File: src/rtl/flp_pkg.sv
// Shared types, widths and constants of the frame peak limiter.
package flp_pkg;

    localparam int SAMPLE_W  = 24;
    localparam int GAIN_W    = 17;
    localparam int COEF_W    = 16;
    localparam int CHAN_W    = 2;
    localparam int CFG_W     = 17;
    localparam int CFG_IDX_W = 2;
    localparam int FRAC_W    = 16;
    localparam int THR_SH    = 4;
    localparam int S_DATA_W  = 48;
    localparam int M_DATA_W  = 72;
    localparam int CHANNELS_DEF = 2;

    localparam logic [GAIN_W-1:0] UNITY_GAIN    = 17'h10000;
    localparam logic [GAIN_W-1:0] THR_RESET     = 17'h10000;
    localparam logic [COEF_W-1:0] RELEASE_RESET = 16'd64;
    localparam logic [CHAN_W-1:0] CHAN_RESET    = 2'd2;

    localparam logic [CFG_IDX_W-1:0] REG_LIMITER_ON      = 2'd0;
    localparam logic [CFG_IDX_W-1:0] REG_THRESHOLD_GAIN  = 2'd1;
    localparam logic [CFG_IDX_W-1:0] REG_RELEASE_COEF    = 2'd2;
    localparam logic [CFG_IDX_W-1:0] REG_ACTIVE_CHANNELS = 2'd3;

    typedef enum logic [1:0] {
        ST_IDLE,
        ST_CALC,
        ST_SCALE,
        ST_FINISH
    } flp_state_t;

endpackage

File: src/rtl/flp_div.sv
// Restoring divider, one quotient bit per cycle.
module flp_div #(
    parameter int QUO_W = 16,
    parameter int DIV_W = 24,
    parameter int NUM_W = 21
) (
    input  logic             aclk,
    input  logic             aresetn,
    input  logic             start,
    input  logic [NUM_W-1:0] num_hi,
    input  logic [DIV_W-1:0] divisor,
    output logic             busy,
    output logic [QUO_W-1:0] quotient
);

    localparam int CNT_W = $clog2(QUO_W + 1);

    logic [DIV_W:0]   rem_reg, rem_next;
    logic [DIV_W-1:0] dsr_reg, dsr_next;
    logic [QUO_W-1:0] quo_reg, quo_next;
    logic [CNT_W-1:0] cnt_reg, cnt_next;
    logic [DIV_W:0]   rem_shift;
    logic             fits;

    // partial remainder shifted by one; low dividend bits are all zero
    assign rem_shift = {rem_reg[DIV_W-1:0], 1'b0};
    assign fits      = rem_shift >= {1'b0, dsr_reg};

    always_comb begin
        rem_next = rem_reg;
        dsr_next = dsr_reg;
        quo_next = quo_reg;
        cnt_next = cnt_reg;
        if (start) begin
            rem_next = (DIV_W + 1)'(num_hi);
            dsr_next = divisor;
            cnt_next = CNT_W'(QUO_W);
        end else if (cnt_reg != '0) begin
            rem_next = fits ? rem_shift - {1'b0, dsr_reg} : rem_shift;
            quo_next = {quo_reg[QUO_W-2:0], fits};
            cnt_next = cnt_reg - 1'b1;
        end
    end

    always_ff @(posedge aclk) begin
        if (!aresetn) begin
            cnt_reg <= '0;
        end else begin
            cnt_reg <= cnt_next;
        end
        rem_reg <= rem_next;
        dsr_reg <= dsr_next;
        quo_reg <= quo_next;
    end

    assign busy     = cnt_reg != '0;
    assign quotient = quo_reg;

endmodule

File: src/rtl/flp_smul.sv
// Shift-add multiplier: signed multiplicand times unsigned multiplier, one bit per cycle.
module flp_smul #(
    parameter int A_W = 24,
    parameter int B_W = 17
) (
    input  logic                    aclk,
    input  logic                    aresetn,
    input  logic                    start,
    input  logic signed [A_W-1:0]   mcand,
    input  logic [B_W-1:0]          mplier,
    output logic                    busy,
    output logic signed [A_W+B_W-1:0] product
);

    localparam int P_W   = A_W + B_W;
    localparam int CNT_W = $clog2(B_W + 1);

    logic signed [P_W-1:0] acc_reg, acc_next;
    logic signed [P_W-1:0] mc_reg, mc_next;
    logic [B_W-1:0]        mp_reg, mp_next;
    logic [CNT_W-1:0]      cnt_reg, cnt_next;

    always_comb begin
        acc_next = acc_reg;
        mc_next  = mc_reg;
        mp_next  = mp_reg;
        cnt_next = cnt_reg;
        if (start) begin
            acc_next = '0;
            mc_next  = P_W'(mcand);
            mp_next  = mplier;
            cnt_next = CNT_W'(B_W);
        end else if (cnt_reg != '0) begin
            if (mp_reg[0]) begin
                acc_next = acc_reg + mc_reg;
            end
            mc_next  = mc_reg <<< 1;
            mp_next  = mp_reg >> 1;
            cnt_next = cnt_reg - 1'b1;
        end
    end

    always_ff @(posedge aclk) begin
        if (!aresetn) begin
            cnt_reg <= '0;
        end else begin
            cnt_reg <= cnt_next;
        end
        acc_reg <= acc_next;
        mc_reg  <= mc_next;
        mp_reg  <= mp_next;
    end

    assign busy    = cnt_reg != '0;
    assign product = acc_reg;

endmodule

File: src/rtl/frame_peak_limiter.sv
// Frame peak limiter top level: config registers, sequencer, serial arithmetic units.
//
// Usage:
//   s_ channel takes one frame: sample_0 and sample_1 (signed Q3.20) in s_tdata.
//   m_ channel returns limited_0, limited_1 and applied_gain (Q1.16) in m_tdata.
//   cfg_wr_en/cfg_addr/cfg_wdata write limiter_on, threshold_gain, release_coef
//   and active_channels; write them only while no item is in flight.
// Timing:
//   One item is in work at a time. After acceptance the serial divider (target
//   gain) and the serial release multiplier run side by side, then the serial
//   sample multipliers run; the result is loaded into the output register and
//   the next item is taken once the sequencer is back in idle.
//   The result sits in an output register, so s_tready returns while an earlier
//   result still waits; if m_tready stays low the finished item waits in place
//   and s_tready stays low until the output register frees.
// Reset:
//   aresetn (synchronous) clears m_tvalid, returns gain to unity and loads the
//   register defaults: limiter off, threshold unity, release 64, two channels.
module frame_peak_limiter #(
    parameter int CHANNELS = flp_pkg::CHANNELS_DEF
) (
    input  logic                           aclk,
    input  logic                           aresetn,
    input  logic                           s_tvalid,
    output logic                           s_tready,
    // [23:0] sample_0, [47:24] sample_1
    input  logic [flp_pkg::S_DATA_W-1:0]   s_tdata,
    output logic                           m_tvalid,
    input  logic                           m_tready,
    // [23:0] limited_0, [47:24] limited_1, [64:48] applied_gain, [71:65] zero
    output logic [flp_pkg::M_DATA_W-1:0]   m_tdata,
    input  logic                           cfg_wr_en,
    input  logic [flp_pkg::CFG_IDX_W-1:0]  cfg_addr,
    input  logic [flp_pkg::CFG_W-1:0]      cfg_wdata
);

    localparam int SW   = flp_pkg::SAMPLE_W;
    localparam int GW   = flp_pkg::GAIN_W;
    localparam int CW   = flp_pkg::COEF_W;
    localparam int NW   = GW + flp_pkg::THR_SH;
    localparam int RA_W = GW + 1;
    localparam int RP_W = RA_W + CW;
    localparam int SP_W = SW + GW;
    localparam int PAD_W = flp_pkg::M_DATA_W - 2 * SW - GW;

    // configuration
    logic                         on_reg;
    logic [GW-1:0]                thr_reg;
    logic [CW-1:0]                rc_reg;
    logic [flp_pkg::CHAN_W-1:0]   ac_reg;

    flp_pkg::flp_state_t state_reg, state_next;

    logic [GW-1:0]         gain_reg, gain_next;
    logic signed [SW-1:0]  s0_reg, s1_reg;
    logic [SW-1:0]         peak_reg;
    logic signed [SW-1:0]  lim0_reg, lim1_reg;
    logic [GW-1:0]         out_gain_reg;
    logic                  m_valid_reg;

    logic                  stereo;
    logic signed [SW-1:0]  in_s0, in_s1;
    logic [SW-1:0]         mag0, mag1, peak_in;
    logic                  accept, start_scale, load_out, calc_done;

    logic                  div_busy, rel_busy, sc0_busy, sc1_busy;
    logic [CW-1:0]         quo;
    logic signed [RP_W-1:0] rel_prod;
    logic signed [SP_W-1:0] sc0_prod, sc1_prod;
    logic [GW-1:0]         unity_gap;

    logic                  over;
    logic [GW-1:0]         target;
    logic [GW:0]           rel_sum;
    logic [RP_W-1:0]       rel_round;
    logic [GW-1:0]         rel_gain;

    assign stereo  = (CHANNELS >= 2) && ac_reg[1];
    assign in_s0   = s_tdata[SW-1:0];
    assign in_s1   = stereo ? s_tdata[2*SW-1:SW] : '0;
    assign mag0    = in_s0[SW-1] ? SW'(-in_s0) : SW'(in_s0);
    assign mag1    = in_s1[SW-1] ? SW'(-in_s1) : SW'(in_s1);
    assign peak_in = (mag1 > mag0) ? mag1 : mag0;
    assign unity_gap = flp_pkg::UNITY_GAIN - gain_reg;

    always_ff @(posedge aclk) begin
        if (!aresetn) begin
            on_reg  <= 1'b0;
            thr_reg <= flp_pkg::THR_RESET;
            rc_reg  <= flp_pkg::RELEASE_RESET;
            ac_reg  <= flp_pkg::CHAN_RESET;
        end else if (cfg_wr_en) begin
            unique case (cfg_addr)
                flp_pkg::REG_LIMITER_ON:      on_reg  <= cfg_wdata[0];
                flp_pkg::REG_THRESHOLD_GAIN:  thr_reg <= cfg_wdata[GW-1:0];
                flp_pkg::REG_RELEASE_COEF:    rc_reg  <= cfg_wdata[CW-1:0];
                flp_pkg::REG_ACTIVE_CHANNELS: ac_reg  <= cfg_wdata[flp_pkg::CHAN_W-1:0];
                default: ;
            endcase
        end
    end

    // target gain = threshold * 2^20 / peak
    flp_div #(
        .QUO_W (CW),
        .DIV_W (SW),
        .NUM_W (NW)
    ) u_div (
        .aclk     (aclk),
        .aresetn  (aresetn),
        .start    (accept),
        .num_hi   ({thr_reg, {flp_pkg::THR_SH{1'b0}}}),
        .divisor  (peak_in),
        .busy     (div_busy),
        .quotient (quo)
    );

    // release product (unity - gain) * release_coef
    flp_smul #(
        .A_W (RA_W),
        .B_W (CW)
    ) u_rel (
        .aclk    (aclk),
        .aresetn (aresetn),
        .start   (accept),
        .mcand   ({1'b0, unity_gap}),
        .mplier  (rc_reg),
        .busy    (rel_busy),
        .product (rel_prod)
    );

    assign calc_done = !div_busy && !rel_busy;

    always_comb begin
        over      = peak_reg > SW'({thr_reg, {flp_pkg::THR_SH{1'b0}}});
        target    = over ? {1'b0, quo} : flp_pkg::UNITY_GAIN;
        // round the release step up so the gain can reach unity
        rel_round = RP_W'($unsigned(rel_prod)) + RP_W'(17'h0FFFF);
        rel_sum   = (GW + 1)'(gain_reg) + (GW + 1)'(rel_round[RP_W-2:flp_pkg::FRAC_W]);
        rel_gain  = rel_sum[GW-1:0];
        if (!on_reg) begin
            gain_next = flp_pkg::UNITY_GAIN;
        end else if (target < gain_reg) begin
            gain_next = target;
        end else if (rel_gain > target) begin
            gain_next = target;
        end else begin
            gain_next = rel_gain;
        end
    end

    flp_smul #(
        .A_W (SW),
        .B_W (GW)
    ) u_scale0 (
        .aclk    (aclk),
        .aresetn (aresetn),
        .start   (start_scale),
        .mcand   (s0_reg),
        .mplier  (gain_next),
        .busy    (sc0_busy),
        .product (sc0_prod)
    );

    generate
        if (CHANNELS >= 2) begin : g_lane1
            flp_smul #(
                .A_W (SW),
                .B_W (GW)
            ) u_scale1 (
                .aclk    (aclk),
                .aresetn (aresetn),
                .start   (start_scale),
                .mcand   (s1_reg),
                .mplier  (gain_next),
                .busy    (sc1_busy),
                .product (sc1_prod)
            );
        end else begin : g_mono
            assign sc1_busy = 1'b0;
            assign sc1_prod = '0;
        end
    endgenerate

    // next state
    always_comb begin
        state_next = state_reg;
        unique case (state_reg)
            flp_pkg::ST_IDLE:   if (s_tvalid) state_next = flp_pkg::ST_CALC;
            flp_pkg::ST_CALC:   if (calc_done) state_next = flp_pkg::ST_SCALE;
            flp_pkg::ST_SCALE:  if (!sc0_busy && !sc1_busy) state_next = flp_pkg::ST_FINISH;
            flp_pkg::ST_FINISH: if (!m_valid_reg || m_tready) state_next = flp_pkg::ST_IDLE;
            default:            state_next = flp_pkg::ST_IDLE;
        endcase
    end

    // state outputs
    always_comb begin
        s_tready    = 1'b0;
        start_scale = 1'b0;
        load_out    = 1'b0;
        unique case (state_reg)
            flp_pkg::ST_IDLE:   s_tready = 1'b1;
            flp_pkg::ST_CALC:   start_scale = calc_done;
            flp_pkg::ST_SCALE:  ;
            flp_pkg::ST_FINISH: load_out = !m_valid_reg || m_tready;
            default:            ;
        endcase
    end

    assign accept = s_tvalid && s_tready;

    always_ff @(posedge aclk) begin
        if (!aresetn) begin
            state_reg   <= flp_pkg::ST_IDLE;
            gain_reg    <= flp_pkg::UNITY_GAIN;
            m_valid_reg <= 1'b0;
        end else begin
            state_reg <= state_next;
            if (start_scale) begin
                gain_reg <= gain_next;
            end
            if (load_out) begin
                m_valid_reg <= 1'b1;
            end else if (m_tready) begin
                m_valid_reg <= 1'b0;
            end
        end
        if (accept) begin
            s0_reg   <= in_s0;
            s1_reg   <= in_s1;
            peak_reg <= peak_in;
        end
        if (load_out) begin
            // floor of product / 65536
            lim0_reg     <= sc0_prod[SW+flp_pkg::FRAC_W-1:flp_pkg::FRAC_W];
            lim1_reg     <= sc1_prod[SW+flp_pkg::FRAC_W-1:flp_pkg::FRAC_W];
            out_gain_reg <= gain_reg;
        end
    end

    assign m_tvalid = m_valid_reg;
    assign m_tdata  = {{PAD_W{1'b0}}, out_gain_reg, lim1_reg, lim0_reg};

endmodule

File: config.mk
export PLATFORM = sky130hd
export DESIGN_NAME = frame_peak_limiter
export DESIGN_NICKNAME = d
export VERILOG_FILES = /design/src/rtl/flp_pkg.sv /design/src/rtl/flp_div.sv /design/src/rtl/flp_smul.sv /design/src/rtl/frame_peak_limiter.sv
export SDC_FILE = /design/constraint.sdc
export NUM_CORES = 1
export LEC_CHECK = 0
export BUFFER_PORTS_ARGS = -buffer_cell sky130_fd_sc_hd__buf_4
export CAP_MARGIN = 20
export CORE_MARGIN = 1.5
export CORE_UTILIZATION = 59
export CTS_BUF_LIST = sky130_fd_sc_hd__clkbuf_8
export DETAILED_ROUTE_END_ITERATION = 7
export GPL_TIMING_DRIVEN = 0
export PLACE_DENSITY_LB_ADDON = 0.08
export SLEW_MARGIN = 30
export SYNTH_ARGS = -nofsm -noshare
export SYNTH_HDL_FRONTEND = slang
export SYNTH_SLANG_ARGS = --single-unit
File: constraint.sdc
create_clock -name aclk -period 9 [get_ports aclk]
set_clock_uncertainty 0.2 [all_clocks]
set_input_delay 2.7 -clock aclk [delete_from_list [all_inputs] [get_ports aclk]]
set_output_delay 2.7 -clock aclk [all_outputs]
set_load 0.005 [all_outputs]
# ---- Word level (Yosys, flattened, before mapping)
# Cells that the tools add are included.
dict set report totals {
  ff_bits 535
  input_bits 72
  wordCells 136
}
dict set report classes {
  n_addsub 13
  order_cmp 5
  eq_ne 10
  mux 41
  bitwise 2
  reduce_logical 31
}
# cell n
set op_table {}
lappend op_table {{17-bit 2-to-1 mux} 10}
lappend op_table {{41-bit 2-to-1 mux} 4}
lappend op_table {{24-bit 2-to-1 mux} 5}
lappend op_table {{41-bit adder} 2}
lappend op_table {{24-bit negation} 2}
lappend op_table {{21-bit 2-to-1 mux} 2}
lappend op_table {{5-bit 2-to-1 mux} 8}
lappend op_table {{34-bit adder} 1}
lappend op_table {{33-bit by 16-bit adder with 33-bit output, second input constant} 1}
lappend op_table {{16-bit 2-to-1 mux} 2}
lappend op_table {{25-bit by 24-bit >= comparator with 1-bit output} 1}
lappend op_table {{24-bit by 21-bit greater-than comparator with 1-bit output} 1}
lappend op_table {{24-bit greater-than comparator} 1}
lappend op_table {{24-bit subtractor} 1}
lappend op_table {{5-bit nonzero test} 4}
lappend op_table {{5-bit by 1-bit subtractor with 5-bit output, second input constant} 4}
lappend op_table {{17-bit adder} 1}
lappend op_table {{17-bit greater-than comparator} 1}
lappend op_table {{17-bit < comparator} 1}
lappend op_table {{17-bit subtractor, first input constant} 1}
lappend op_table {{2-bit AND reduction} 8}
lappend op_table {{2-bit nonzero test} 5}
lappend op_table {{2-bit == test, second input constant} 4}
lappend op_table {{2-bit 2-to-1 mux} 4}
lappend op_table {{11 further kinds} 28}

# ---- Logic depth before layout (Yosys ltp)
# Gate-level depths: netlist of run 1.
dict set report logic_depth {
  ltp_word 7
  depth_mapped 27
  ltp_nobuf 26
}

# ---- Hierarchy
# From an unflattened synthesis of run 1, not the netlist that was laid out.
dict set report unflattened {
  cells_unflattened 3425
  area_unflattened_um2 33796.2
}
# mod n_inst cells_each area_each_um2 seq_area_each_um2
set modules_own_cells {}
lappend modules_own_cells {frame_peak_limiter 1 1126 11399.7 5215.0}
lappend modules_own_cells {{flp_smul at u_scale0} 1 659 6379.9 2662.6}
lappend modules_own_cells {{flp_smul at g_lane1.u_scale1} 1 669 6367.4 2662.6}
lappend modules_own_cells {{flp_smul at u_rel} 1 582 5529.1 2282.2}
lappend modules_own_cells {flp_div 1 389 4120.2 1991.9}

# ---- Worst setup path after synthesis of run 1
# Ideal clock, no wire load.
dict set report synth_timing {
  path_type {input-to-reg}
  startpoint {in s_tdata[32] in the netlist's numbering}
  endpoint {reg u_div.dsr_reg[10] (data pin)}
  setup_ns 0.265
  arrival_ns 7.025
  required_ns 8.535
  slack_ns 1.510
  path_stages 19
  cell_sequence {or3_4 > or4_4 > o31a_2 > or3_1 > o31ai_1 > xor2_1 > nand2b_1 > inv_1 > ha_1 > a21o_1 > a21o_1 > a21o_1 > a21o_1 > a21o_1 > a21oi_1 > nor2b_1 > o31ai_1 > buf_2 > mux2i_1}
}
dict set report synth_via {
  elab_chain_len 5
}
# element line
set synth_lines {}
lappend synth_lines {{start, declared} frame_peak_limiter.sv:27} ;# input logic [flp_pkg::S_DATA_W-1:0] s_tdata,
lappend synth_lines {{24-bit 2-to-1 mux *} frame_peak_limiter.sv:80} ;# assign in_s1 = stereo ? s_tdata[2*SW-1:SW] : '0;
lappend synth_lines {{24-bit negation} frame_peak_limiter.sv:82} ;# assign mag1 = in_s1[SW-1] ? SW'(-in_s1) : SW'(in_s1);
lappend synth_lines {{24-bit 2-to-1 mux *} frame_peak_limiter.sv:82}
lappend synth_lines {{24-bit greater-than comparator} frame_peak_limiter.sv:83} ;# assign peak_in = (mag1 > mag0) ? mag1 : mag0;
lappend synth_lines {{24-bit 2-to-1 mux *} frame_peak_limiter.sv:83}
lappend synth_lines {{net peak_in[10]} frame_peak_limiter.sv:63} ;# logic [SW-1:0] mag0, mag1, peak_in;
lappend synth_lines {{end signal, assigned} flp_div.sv:52} ;# dsr_reg <= dsr_next;
lappend synth_lines {{end, declared} flp_div.sv:19} ;# logic [DIV_W-1:0] dsr_reg, dsr_next;
# Mark *: on every way through the listed nets, which the timed path passes. The rest lies on a longest branch.
# A chain may end at the register's enable or synchronous reset.

# ---- Worst setup path after layout of run 1
dict set report layout_timing {
  startpoint {in s_tdata[27] in the netlist's numbering}
  endpoint {reg u_div.dsr_reg[3] (data pin)}
}
# Same word-level chain as after synthesis.

==> results.txt, run 1 <==
Class of the most critical hold timing path: register to register. Net switching is 42.92% of the power. Clock tree synthesis inserted a total of 87 buffers. The synthesized netlist devotes 16.77% of its cell area to compound gates. The routed layout has 25,910 vias. The share of total power dissipated in combinational logic is 50.8%.

The total overflow left after global routing is 0. The share of synthesized flip-flops with an asynchronous set or reset was 0%. In this run the deepest clock path goes through 3 buffers. Based on the critical path, the design can be clocked at up to 0.1336 GHz. The floorplan step defined a die boundary enclosing 0.05369 mm2. The smallest clock period supported by the final layout is computed as 7487 ps. Yosys mapped a number of flops with a built-in enable equal to 317. The post-layout worst setup margin came out at 1513 ps.

The clock network accounts for 17.0% of the total power. The number of setup buffers added after CTS is 0. The count of final hold-check violations came out at 0. The global placement routability congestion was 0.9709. Summing the areas of all and, or, nand and nor instances in the mapped netlist gives 17.13% of the synthesized area.

The reg-to-reg setup timing slack came out at 2250 ps. In this run the tightest slew margin relative to its limit is 43.92%. The register area share after synthesis is 44.53%.

The run gives 3,879 as the net total in the final layout. In this run the clock root is driven by a sky130_fd_sc_hd__clkbuf_8. Wires add up to 85,560 um. The logs give 0 for the count of final max-slew check failures and 0 for the number of violations of the max-capacitance limit. The tools report the hold path startpoint as g_lane1.u_scale1.product[39]$_SDFFE_PP0P_. The final number of setup-violating endpoints was 0.

Number of rows in the core area: 83. The type of the setup path with the least slack is primary input to register. Critical path startpoint category: a primary input.

Of the cells placed in the final design, the portion with a size suffix greater than 1 is 9.023%. Averaged over all synthesized cells, the footprint is 9.291 um2. For the highest ir drop seen on vdd, the log shows 0.0002281 V. The worst setup path is captured at a register. Arithmetic-cell share of the synthesized area counting full adders, half adders and majority gates: 10.09%. The main combinational cell family by area after synthesis is simple AND/OR/NAND/NOR gates. Synthesis inferred 528 register bits. At the pin with the least slew margin, the transition time is 838.3 ps. The first detailed-routing pass took 6 iterations. The overall die width was 231.7 um; the post-CTS clock slew at the launch and capture registers of the worst setup and hold paths was 70 ps. The portion of synthesized area spent on multiplexers is 2.047%. The estimated wirelength of the detail-placed design is 64,910 um, and the vertical die dimension is 231.7 um. The logs give 0 for the number of nets still failing antenna checks after routing and 32.2% for the sequential share of power.

The terminus of the critical flop-to-flop path was g_lane1.u_scale1.mp_reg[10]$_DFFE_PP_. The number of hold buffers added after cts was 0; the net switching power was 5756 uW. In this run the worst path has a maximum fanout of 10. During synthesis, Yosys emitted a total of 0 warnings. The number of stages on the worst hold path came out at 0. Port buffering added 136 buffers. For the largest net degree at the start of global routing, the log shows 51. After detailed routing, the average wire length per cell comes to 19.81 um. Prior to clock tree synthesis, the placed netlist has a worst setup slack of 590.6 ps. The worst reg2reg path depth is 23, and the global-route wire length before repair is 135,000 um.

The run gives 0.05151 mm2 as the area inside the core boundary. In this run the critical register-to-register path is launched from u_rel.product[3]$_SDFFE_PP0P_. Cell area power density: 384.3 mW/mm2. Hold timing on the final database bottoms out at a slack of 235.9 ps. After technology mapping, the gate count stands at 3,322. The analysis attributes to cell leakage a power of 0.01517 uW. The worst hold path terminates at lim1_reg[23]$_DFFE_PP_. CTS built an H-tree with a depth of 3. For the arrival time of the worst setup path, the log shows 7780 ps. In this run, post-CTS repair resized a total of 0 instances. Synthesis instantiated 81 different standard cells from the library. The logs give 690 ps for the clock insertion delay at the later pin of the skew report and 0.03300 mm2 for the total placed instance area.

Counting every sink on the clock net gives 528. In the routed design, unresolved DRC markers number 0. Setup total negative slack on the finished layout was measured at 0 ps. Of the total synthesized cell area, the portion taken by XOR and XNOR cells is 5.445%. In the global route stage, overall resource usage came out at 31.86%. TritonCTS built the clock tree. The final critical path takes up 83.19% of the cycle. The initial DRC count was 1,799. Relative to the synthesized area, the layout overhead comes to 13.07%. The starting utilization of the core area came out at 59.92%.

The finished cells cover 0.03490 mm2. The routed via count divided by cell count works out to 6.000. The flow ran to the end, and the final reports show no timing, DRC or antenna violations. The cell area after technology mapping was 0.03086 mm2. The number of ports placed on the die boundary was 146; the cell-internal power was 7655 uW. For the number of global-route vias before repair, the log shows 25,730. Setup repair after global routing left no endpoint under its margin.

The required time at the endpoint of the critical path is 9290 ps, and the number of antenna violations at the first check in global routing is 5. In the synthesized netlist the dominant register cell turns out to be sky130_fd_sc_hd__edfxtp_1.
Yosys cell counts (all sizes together) (7+ instances only):
master  count  area share (%)
nand4      39            0.79
and2       41            0.84
nor2b      38            0.77
nand2     596             7.2
o22ai      29            0.59
xnor2     104             3.0
o21ai     165             2.7
edfxtp    317              31
o21a       23            0.56
buf        27            0.45
or2        13            0.26
xor2       87             2.5
a211oi     38            0.92
or3        15            0.32
ha        241             9.8
a311oi      7            0.20
a21o      116             2.8
o31ai      34            0.83
o221ai     11            0.31
nor2      138             1.7
or4         9            0.26
nor4       18            0.36
nand2b     36            0.73
a31oi      20            0.41
mux2i      62             2.0
dfxtp     211              14
clkbuf    111             1.3
o21bai     19            0.46
a21boi     21            0.51
and3       23            0.47
nor3       67             1.1
nand3      94             1.5
o211ai     14            0.34
nand3b     10            0.24
o41ai      10            0.28
inv       178             2.2
a21oi     257             4.2
cell usage in the layout (no fill, tap or decap), types with 16 or more instances in the layout:
master and instances:
sky130_fd_sc_hd__dfxtp_1 211, sky130_fd_sc_hd__clkbuf_1 110, sky130_fd_sc_hd__a21oi_1 257, sky130_fd_sc_hd__edfxtp_1 317, sky130_fd_sc_hd__o22ai_1 29, sky130_fd_sc_hd__clkinv_1 16
sky130_fd_sc_hd__nor3_1 67, sky130_fd_sc_hd__nand2b_1 36, sky130_fd_sc_hd__o21a_1 23, sky130_fd_sc_hd__clkbuf_8 102, sky130_fd_sc_hd__nand4_1 39, sky130_fd_sc_hd__buf_4 144
sky130_fd_sc_hd__o21ai_0 164, sky130_fd_sc_hd__and3_1 23, sky130_fd_sc_hd__xnor2_1 103, sky130_fd_sc_hd__nor2b_1 37, sky130_fd_sc_hd__a211oi_1 38, sky130_fd_sc_hd__mux2i_1 62
sky130_fd_sc_hd__a21boi_0 21, sky130_fd_sc_hd__a31oi_1 20, sky130_fd_sc_hd__xor2_1 87, sky130_fd_sc_hd__nor2_1 138, sky130_fd_sc_hd__o31ai_1 33, sky130_fd_sc_hd__nor4_1 18
sky130_fd_sc_hd__and2_1 40, sky130_fd_sc_hd__inv_1 201, sky130_fd_sc_hd__ha_1 241, sky130_fd_sc_hd__nand2_1 593, sky130_fd_sc_hd__a21o_1 116, sky130_fd_sc_hd__o21bai_1 19
sky130_fd_sc_hd__nand3_1 94
power groups by stage:
stage | clock (uW) | combinational, uW | sequential, uW
after floorplan | 0 | 5000 | 4150
after global placement | 0 | 6370 | 4370
after detailed placement | 0 | 6650 | 4340
after CTS | 2310 | 6720 | 4310
after global routing | 2400 | 7580 | 4410
final | 2280 | 6820 | 4320
logic make-up (layout without fill, tap and decap cells):
| family | after synthesis | count (layout) |
|---|---|---|
| other | 1 | 11 |
| muxes | 63 | 63 |
| xor gates and xnor gates | 191 | 191 |
| and+or+nand+nor | 1156 | 1156 |
| adders and majority gates | 246 | 246 |
| DFF | 528 | 528 |
| buffers and inverters | 317 | 624 |
| AOI/OAI and AO/OA | 820 | 820 |
worst max path at each step:
stage,startpoint,cells after the start,slack [ps],end
3_5_place_dp,s_tdata[27],20,590,u_div.dsr_reg[3]$_DFFE_PP_
6_report,s_tdata[27],20,1510,u_div.dsr_reg[3]$_DFFE_PP_
5_1_grt,s_tdata[27],20,1210,u_div.dsr_reg[3]$_DFFE_PP_
3_3_place_gp,s_tdata[27],20,570,u_div.dsr_reg[3]$_DFFE_PP_
4_1_cts,s_tdata[27],20,1260,u_div.dsr_reg[3]$_DFFE_PP_
2_1_floorplan,s_tdata[32],19,1510,u_div.dsr_reg[10]$_DFFE_PP_
cell type report:
class	instances	area, um2
buffer	138	559.3
multi-input combinational	2483	15980
clock buffer	102	1404
tap	680	850.8
sequential	528	13740
clock inverter	61	474.2
antenna	4	10.01
inverter	179	671.9
timing repair buffer	144	1204
fill	4166	16610
stage by stage:
| step | total power [uW] | utilization [%] | std cells |
|---|---|---|---|
| floorplan | 9151 | - | 3328 |
| global route | 14380 | 67.74 | 4317 |
| global placement | 10740 | 63.60 | 4144 |
| CTS | 13330 | 67.70 | 4315 |
| finish | 13410 | 67.75 | 4319 |
| detailed placement | 11000 | 64.06 | 4152 |
layer usage:
layer / wire (um) / track usage, %
met3: 4633 / 4.703
met2: 41610 / 54.94
met1: 35900 / 39.84
met4: 3402 / 13.37
met5: 13 / 0
worst max-delay path: stages:
cell	delay [ps]
sky130_fd_sc_hd__buf_4	140
sky130_fd_sc_hd__nor2_1	130
sky130_fd_sc_hd__or4b_2	640
sky130_fd_sc_hd__o31a_2	360
sky130_fd_sc_hd__or3_1	370
sky130_fd_sc_hd__o31ai_1	260
sky130_fd_sc_hd__xor2_1	160
sky130_fd_sc_hd__nand2b_1	180
sky130_fd_sc_hd__inv_1	80
sky130_fd_sc_hd__ha_1	320
sky130_fd_sc_hd__a21o_1	190
sky130_fd_sc_hd__a21o_1	170
sky130_fd_sc_hd__a21o_1	170
sky130_fd_sc_hd__a21o_1	180
sky130_fd_sc_hd__a21o_1	170
sky130_fd_sc_hd__a21oi_1	140
sky130_fd_sc_hd__nor2b_1	70
sky130_fd_sc_hd__o31ai_2	570
sky130_fd_sc_hd__buf_2	420
sky130_fd_sc_hd__mux2i_1	340
(Power assumes the default switching activity.)
==> run 2, diff against run 1 <==
--- a/config.mk
+++ b/config.mk
@@ -5,6 +5,7 @@
 export SDC_FILE = /design/constraint.sdc
 export NUM_CORES = 1
 export LEC_CHECK = 0
+export ABC_AREA = 1
 export BUFFER_PORTS_ARGS = -buffer_cell sky130_fd_sc_hd__buf_4
 export CAP_MARGIN = 20
 export CORE_MARGIN = 1.5
==> constraint.sdc (replaced) <==
create_clock -name aclk -period 7.5 [get_ports aclk]
set_clock_uncertainty 0.2 [all_clocks]
set_input_delay 2.25 -clock aclk [delete_from_list [all_inputs] [get_ports aclk]]
set_output_delay 2.25 -clock aclk [all_outputs]
set_load 0.005 [all_outputs]
==> run 2 against run 1 <==
Power is 38% higher. Sequential power increased by 24%. Final area rose by 6.7%. Wire length rose by 12%. Register-to-register slack got worse by 430 ps. Critical path depth up 3. Non-clock buffer count down 31. Utilization shrank 0.59 points. Synthesized area up 7.7%. Sequential cell count stayed put. Critical path type unchanged. Highest routed layer unchanged.
==> results.txt, run 2 <==
The number of iterations in the first detailed-routing pass came out at 6. Cell area power density: 497.7 mW/mm2. In this run the number of H-tree levels came out at 3. The number of violations of the max-capacitance limit was 0. The logs give 4,937 for the final-layout fill cell count and 0.9876 for the global placement routability congestion.

The count of placed standard cells in the final layout, fillers left out was 5,409. Of all flip-flops after synthesis, the portion carrying an async set or reset was 0%. The flow ran to the end, and the final reports show no timing, DRC or antenna violations.

The detailed router finished its first iteration with 2,368 violations. The logs give 720 ps for the clock insertion delay at the later pin of the skew report and 0 for the number of setup buffers added after CTS. Number of sinks on the clock net: 528. The highest achievable clock rate was 0.1665 GHz; the number of port buffers was 137. The highest ir drop seen on vdd came out at 0.0003116 V. The library cells used most frequently in the layout, excluding fill and tap cells, are sky130_fd_sc_hd__nand2_1 (1,072), sky130_fd_sc_hd__inv_1 (593), sky130_fd_sc_hd__nor2_1 (440). Entering global routing, the biggest net connects 48 pins. Of the available clock period, the critical path in the final layout requires 80.06%.

The hold path startpoint is u_div.quotient[5]$_DFFE_PP_. Class of the most critical hold timing path: register to register. The master cell of the clock root buffer is sky130_fd_sc_hd__clkbuf_8.

The logs give 33.03% for the global routing usage summed across all routing layers and 5,240 for the count of placed standard cells including taps. In the post-synthesis netlist, the cell with the most instances is sky130_fd_sc_hd__nand2_1. The area overhead of the layout relative to synthesis was 11.94%. The total overflow reported by the global router is 0.

The proportion of layout cells with a drive suffix above 1 is 7.970%, and the vertical die dimension is 240.4 um. Summing all placed instances gives a cell area of 0.03538 mm2. By count the netlist is led by sky130_fd_sc_hd__nand2_1 (1,074), sky130_fd_sc_hd__inv_1 (564), sky130_fd_sc_hd__nor2_1 (440). The area inside the core boundary came out at 0.05542 mm2. The worst setup path is captured at a register.

The number of flip-flops and latches in the synthesized netlist came out at 528. The tools report the worst hold margin as 244.5 ps. Yosys mapped a number of flops with a built-in enable equal to 317. The per-cell routed wire length came out at 17.70 um. The synthesis warning total is 0, and the reg-to-reg setup timing slack is 1820 ps. TritonCTS built the clock tree. The commonest register cell after synthesis was sky130_fd_sc_hd__edfxtp_1. Counting the buffers created by CTS gives 88. The worst setup path is of the primary input to register kind.

The run gives 27,800 as the number of global-route vias before repair. Setup violations remaining at the end of the flow were counted as 0. The required time at the endpoint of the critical path came out at 7710 ps. For this run, the post-layout net count is 4,900. The terminus of the critical flop-to-flop path was u_scale0.mp_reg[9]$_DFFE_PP_. For the number of cells produced by synthesis, the log shows 4,343. The commonest non-fill, non-tap cell in the layout is sky130_fd_sc_hd__nand2_1.

Post-CTS repair changed the size of 0 cells. The post-CTS clock slew at the launch and capture registers of the worst setup and hold paths came out at 60 ps. The first global-routing pass estimated 148,400 um of wire. The die covers 0.05778 mm2. Summing all non-filler instances in the final layout gives an area of 0.03722 mm2.

For the cell area after technology mapping, the log shows 0.03325 mm2. For the worst setup path, the data arrival time is 6210 ps. The number of antenna violations at the first check in global routing was 3; the starting utilization of the core area was 60.00%. The post-detailed-route DRC marker count is 0, and the minimum clock period is 6004 ps. Dividing the synthesized area by the synthesized cell count gives 7.656 um2.

Summing the sequential cell areas from Yosys gives 41.34% of the chip area. In this run the critical register-to-register path is launched from u_rel.product[1]$_SDFFE_PP0P_. The slowest stage of the critical path belongs to the cell sky130_fd_sc_hd__clkbuf_1. The count of distinct cell types in the synthesized netlist was 62; the deepest clock path buffer count was 3. Wires add up to 95,750 um.

The via count is 29,780. Ranked by total cell area, the synthesized netlist is headed by sky130_fd_sc_hd__edfxtp_1 (29%), sky130_fd_sc_hd__dfxtp_1 (13%), sky130_fd_sc_hd__nand2_1 (12%). Number of stages on the worst hold path: 0. At the pin with the least slew margin, the transition time is 891.6 ps.

The number of hold buffers added after CTS was 0. The critical path goes through buf_4 -> inv_1 -> ha_1 -> nand2_1 -> nor2_1 -> nand3_1 -> nor2_1 -> nand3_1 -> nand2_1 -> o21ai_1 -> nor2_1 -> o21ai_1 -> xor2_1 -> inv_1 -> ha_1 -> nand2_1 -> nor3_1 -> nand3_1 -> nand3_1 -> nand2_1 -> inv_1 -> clkbuf_1 -> o21ai_0. The run gives 40.56% as the relative slew slack. Setup repair after global routing left no endpoint under its margin. In this run the horizontal extent of the chip is 240.4 um. Summed over all failing endpoints, the final setup total negative slack is 0 ps. In this run the worst path has a maximum fanout of 10. On the worst path, the slowest cell contributes a delay of 400 ps. The count of final max-slew check failures is 0. Critical path startpoint category: a primary input.

The wire-length estimate of the detail-placed layout is 74,770 um. The path with the worst hold slack has its endpoint at u_div.quotient[6]$_DFFE_PP_. The count of final hold-check violations is 0.

Of the post-synthesis cell area, the dominant cell type holds 28.63%. Leakage power total: 0.01761 uW. The number of rows in the core area came out at 86. The cell accounting for the most synthesized area was sky130_fd_sc_hd__edfxtp_1. The final core area utilization was 67.16%; the number of nets still failing antenna checks after routing was 0. The number of cells on the worst reg-to-reg path is 31.

In the routed layout, each cell is associated on average with a via count of 5.506. For the number of ports placed on the die boundary, the log shows 146.
run 2: changes by cell type after synthesis, sizes merged, moves of 35 or more:
cell    delta
a211oi    -35
a21o      -92
nand2b    -35
a21oi     +46
and2      -36
nor2     +308
o21ai    +191
nand3    +128
nor2b     -38
mux2i     -62
clkbuf    -43
inv      +394
xnor2     -65
nand2    +486
run 2: area by class of cell:
cell class                 count  area, um2  area share (%)
inverter                     575       2158           5.799
clock buffer                  98       1349           3.624
antenna                        6      15.01         0.04034
buffer                       108      505.5           1.358
clock inverter                65      479.2           1.288
timing repair buffer         143       1134           3.046
sequential                   528      13740           36.93
tap                          748      935.9           2.515
multi-input combinational   3138      16900           45.40
run 2: logic make-up (layout without fill, tap and decap cells):
logic type,Yosys count,after routing,synth area share [%]
xor+xnor,125,125,3.338
fa+ha+maj,246,246,9.370
flops,528,528,41.34
other cells,1,13,0.01128
simple gates,1940,1940,24.34
compound gates,820,820,13.61
buf+inv,683,989,8.001
run 2: power by group:
group | total (uW) | switching (uW) | internal (uW)
Sequential | 5350 | 702 | 4650
Combinational | 10500 | 6940 | 3570
Clock | 2670 | 1240 | 1420
run 2: how the worst max path moves through the flow:
stage                                  start  slack (ps)  depth (start not counted)                              endpoint
6_report                          s_tdata[1]        1500                         23            u_div.dsr_reg[5]$_DFFE_PP_
5_1_grt        u_rel.product[1]$_SDFFE_PP0P_        1130                         30  g_lane1.u_scale1.mp_reg[9]$_DFFE_PP_
4_1_cts                           s_tdata[1]        1580                         23           u_div.dsr_reg[23]$_DFFE_PP_
3_5_place_dp                      s_tdata[1]         870                         23           u_div.dsr_reg[23]$_DFFE_PP_
3_3_place_gp                        m_tready        -920                          3                 lim1_reg[5]$_DFFE_PP_
2_1_floorplan                       m_tready        1340                          2                 lim0_reg[0]$_DFFE_PP_
run 2: critical path, delay by kind of cell:
kind            cells  cell delay (ps)
simple gates       12             1770
buf+inv             5              880
compound gates      3              470
fa+ha+maj           2              450
xor+xnor            1              380
run 2: metrics by stage:
stage / setup slack [ps] / total power [uW]
after floorplan: 1341 / 12790
after global placement: -915.7 / 15500
after CTS: 1579 / 18410
final: 1496 / 18520
after detailed placement: 873.4 / 15690
after global routing: 1127 / 20090
run 2: per-layer routing:
metal	global-route usage, %	share of wire (%)
met3	4.558	7.1
met2	55.24	47
met5	0	0.023
met1	44.60	44
met4	9.567	2.5
